**src/rrip_pkg.sv**
```systemverilog
// ----------------------------------------------------------------------------
// rrip_pkg
// Shared types and constants for the RRIP replacement block.
// ----------------------------------------------------------------------------
package rrip_pkg;

    localparam logic [1:0] RRPV_MAX     = 2'd3;
    localparam logic [1:0] REUSE_MAX    = 2'd3;
    localparam logic [1:0] REUSE_STRONG = 2'd2;
    localparam logic [1:0] REUSE_INIT   = 2'd1;
    localparam int         SIG_SHIFT    = 5;
    localparam logic [2:0] STRIDE_MAX   = 3'd7;
    localparam logic [2:0] THRESH_RESET = 3'd5;

    localparam logic CMD_VICTIM = 1'b0;
    localparam logic CMD_UPDATE = 1'b1;

    typedef enum logic [2:0] {
        ST_CLEAR,
        ST_IDLE,
        ST_READ,
        ST_EXEC,
        ST_OUT
    } state_t;

    typedef struct packed {
        logic clear_step;
        logic capture;
        logic execute;
        logic out_load;
    } ctrl_t;

    typedef struct packed {
        logic clear_done;
        logic is_victim;
    } stat_t;

endpackage

```
**src/rrip_ctrl.sv**
```systemverilog
// ----------------------------------------------------------------------------
// rrip_ctrl
// Sequencer: clearing pass, read, execute, result handoff.
// ----------------------------------------------------------------------------
module rrip_ctrl
    import rrip_pkg::*;
(
    input  logic  clk,
    input  logic  rst_n,
    input  logic  in_valid,
    output logic  in_ready,
    output logic  out_valid,
    input  logic  out_ready,
    input  stat_t stat,
    output ctrl_t ctrl
);
    state_t state_reg, state_next;

    always_ff @(posedge clk or negedge rst_n)
    begin
        if (!rst_n)
        begin
            state_reg <= ST_CLEAR;
        end
        else
        begin
            state_reg <= state_next;
        end
    end

    always_comb
    begin
        state_next = state_reg;
        unique case (state_reg)
            ST_CLEAR: if (stat.clear_done) state_next = ST_IDLE;
            ST_IDLE:  if (in_valid) state_next = ST_READ;
            ST_READ:  state_next = ST_EXEC;
            ST_EXEC:  state_next = stat.is_victim ? ST_OUT : ST_IDLE;
            ST_OUT:   if (out_ready) state_next = ST_IDLE;
            default:  state_next = ST_IDLE;
        endcase
    end

    always_comb
    begin
        ctrl = '0;
        in_ready = 1'b0;
        out_valid = 1'b0;
        unique case (state_reg)
            ST_CLEAR: ctrl.clear_step = 1'b1;
            ST_IDLE:
            begin
                in_ready = 1'b1;
                ctrl.capture = in_valid;
            end
            ST_READ:  ;
            ST_EXEC:
            begin
                ctrl.execute = 1'b1;
                ctrl.out_load = stat.is_victim;
            end
            ST_OUT:   out_valid = 1'b1;
            default:  ;
        endcase
    end
endmodule

```
**config.mk**
```make
export PLATFORM = sky130hd
export DESIGN_NAME = rrip_ctrl
export DESIGN_NICKNAME = d
export VERILOG_FILES = /design/src/rrip_pkg.sv /design/src/rrip_ctrl.sv
export SDC_FILE = /design/constraint.sdc
export NUM_CORES = 1
export LEC_CHECK = 0
export BUFFER_PORTS_ARGS = -buffer_cell sky130_fd_sc_hd__buf_4
export CAP_MARGIN = 15
export CORE_AREA = 5 5 42 44
export CTS_CLUSTER_DIAMETER = 40
export DETAILED_ROUTE_END_ITERATION = 12
export DIE_AREA = 0 0 47 49
export GPL_TIMING_DRIVEN = 1
export PLACE_DENSITY = 0.46
export SYNTH_ARGS = -nofsm -noshare
export SYNTH_HDL_FRONTEND = slang
export SYNTH_SLANG_ARGS = --single-unit
```
**constraint.sdc**
```tcl
create_clock -name clk -period 2.7 [get_ports clk]
set_input_delay 0.27 -clock clk [delete_from_list [all_inputs] [get_ports clk]]
set_output_delay 0.27 -clock clk [all_outputs]
set_load 0.05 [all_outputs]
```
==> reports/qor.csv <==
metric,value,unit
# fillers,164,
Yosys top cell by area,dfrtp_1,
number of nets with antenna violations after routing,0,
reg2reg setup slack,1580,ps
reg-to-reg endpoint,state_reg[2]$_DFFE_PN0P_,
die height,49,um
Slew @ Worst Pin,228.2,ps
CTS root buffer,clkbuf_4,
post-cts gate resize count,0,
critical path class,reg2out,
post-synthesis average cell area,9.759,um^2
final hold viol count,0,
Worst EP required,2430,ps
Seq. cell area,75.07,um^2
core area,0.001401,mm^2
# clock sinks,3,
initial antenna violation count,0,
Post-route DRC,0,
Max Cap Violations,0,
max reg flops,3,
Placed Cells,46,
post-synth net total,26,
first-pass GRT wire length,814,um
post-layout minimum cycle time,1594,ps
vias per cell,3.745,
# IOs,12,
Post-DP HPWL,397.9,um
"Slew Viols, Final",0,
Min-Delay Path Class,in2async,
R2R cell count,3,
post-synth top area share,0.3846,
CTS tree,yes,
Pre-antenna DRT Iters,3,
H-Tree Depth,1,
synth warn,0,
Sw Pwr,0.2474,mW
IO buf count,11,
share of total power in sequential cells,0.211,
clock share of power,0.163,
Fin Setup TNS,0,ps
Worst slew margin,0.8472,
top post-synthesis cells by area,"dfrtp_1, and2_1, nand2b_1",
total routed wirelength,495,um
Setup Viol. Count Final,0,
gp weighted congestion,0.6795,
Worst Setup Start Kind,register,
Cells after Synth,20,
clk_skew,2.150,ps
Nets,42,
leakage,0.1680,nW
CTS Buffer Depth,2,
DR vias,191,
fraction of layout cells with a size suffix above 1,0.4857,
"Clk pin slew, worst setup/hold paths",40,ps
Int Pwr,0.2260,mW
RSZ-0062 raised after global routing,no,
CP arrival,1320,ps
Gate power share,0.625,
grt ovf,0,
largest net degree at the start of global routing,8,
sequential area share after synthesis,0.3846,
P per Cell Area,1449,mW/mm^2
vias in the first global route,206,
CP max FO,7,
Fin Hold WS,356.2,ps
reg2reg start,state_reg[2]$_DFFE_PN0P_,
diode count,0,
final worst path period share,0.5905,
switching share of power,0.5226,
Layout Cells excl Fill,51,
FMAX,627.2,MHz
Yosys cell types,14,
Layout area overhead,67.31,%
total CTS buffers,3,
Critical Path Sink Type,output pin,
"Cell Area, Synth",195.2,um^2
Avg WL per Cell,9.706,um
Initial Util,0.1393,
Clock Latency Late Sink,230,ps
#FFs+latches synth,3,
Multi-input gate area,112.6,um^2
1st-iter DRT viols,2,
die area,0.002303,mm^2
status,finished clean,
standard-cell rows,14,
Die Wd,47,um
Total GRT Usage,0.04869,
IR Drop Worst-Case VDD,0.5983,mV
## power groups by stage
stage / clock, mW / combinational [mW] / sequential [mW]
3_3_place_gp: 0 / 0.297 / 0.100
5_1_grt: 0.0866 / 0.315 / 0.108
4_1_cts: 0.0810 / 0.299 / 0.101
2_1_floorplan: 0 / 0.223 / 0.0925
6_report: 0.0772 / 0.296 / 0.100
3_5_place_dp: 0 / 0.296 / 0.101
## metal layers
metal  up-vias  part of all wire  track usage
met5         -                 0            0
met4         0                 0      0.02765
met3         0              0.19      0.03690
met2        12              0.31      0.05882
met1        82              0.50      0.05973
li1         97                 -            -
## synth_stat cells
library cell	instances
nor3_1	1
mux2_2	1
nand2_1	1
nor3b_2	1
and3_1	1
nand2b_1	2
nor2_1	3
buf_4	1
dfrtp_1	3
and2_1	2
and3b_2	1
and4b_1	1
mux2i_1	1
a21o_1	1
## per-stage QoR
step / util / power [mW] / setup slack [ps] / instance area (um^2)
6_report: 0.2330 / 0.4733 / 1106 / 326.6
5_1_grt: 0.2330 / 0.5095 / 1027 / 326.6
4_1_cts: 0.2330 / 0.4807 / 1110 / 326.6
3_5_place_dp: 0.2071 / 0.3979 / 1369 / 290.3
3_3_place_gp: 0.2071 / 0.3974 / 1332 / 290.3
2_1_floorplan: - / 0.3157 / 727.9 / 195.2
## critical path, cell delays in order, from the launching register on
cell	delay, ps
dfrtp_1	440
nor3b_2	260
and2_1	190
buf_4	200
## worst max-delay path by stage
stage                             startpoint      end  slack, ps  cells after the start
floorplan           state_reg[1]$_DFFE_PN0P_  ctrl[2]        730                      2
global placement    state_reg[2]$_DFFE_PN0P_  ctrl[2]       1330                      3
detailed placement  state_reg[2]$_DFFE_PN0P_  ctrl[2]       1370                      3
CTS                 state_reg[2]$_DFFE_PN0P_  ctrl[2]       1110                      3
global route        state_reg[2]$_DFFE_PN0P_  ctrl[2]       1030                      3
finish              state_reg[2]$_DFFE_PN0P_  ctrl[2]       1110                      3
## kinds of logic (layout without fill, tap and decap cells)
logic type	Yosys count	count (layout)	synth area share
compound gates	1	1	0.03848
buf+inv	1	16	0.03848
flops	3	3	0.3846
mux	2	2	0.1090
simple gates	13	13	0.4294
## placed cells by master, fill, tap and decap left out
cell	netlist	layout
nor3b_2	1	1
nor3_1	1	1
nand2b_1	2	2
a21o_1	1	1
mux2_2	1	1
and4b_1	1	1
clkbuf_4	0	3
clkbuf_1	0	1
and2_1	2	2
dlygate4sd3_1	0	1
and3_1	1	1
mux2i_1	1	1
nor2_1	3	3
nand2_1	1	1
dfrtp_1	3	3
and3b_2	1	1
buf_4	1	11
## area by class of cell
type	instances	area share
Timing Repair Buffer	12	0.2835
Sequential cell	3	0.2299
Clock buffer	4	0.08046
Tap cell	16	0.06130
Multi-Input combinational cell	16	0.3448
## repair_timing
item / in CTS / in global routing
endpoints found under the hold margin: 3 / 0
hold buffers: 1 / 0
buffers inserted: 0 / 0
(Power assumes the default switching activity.)
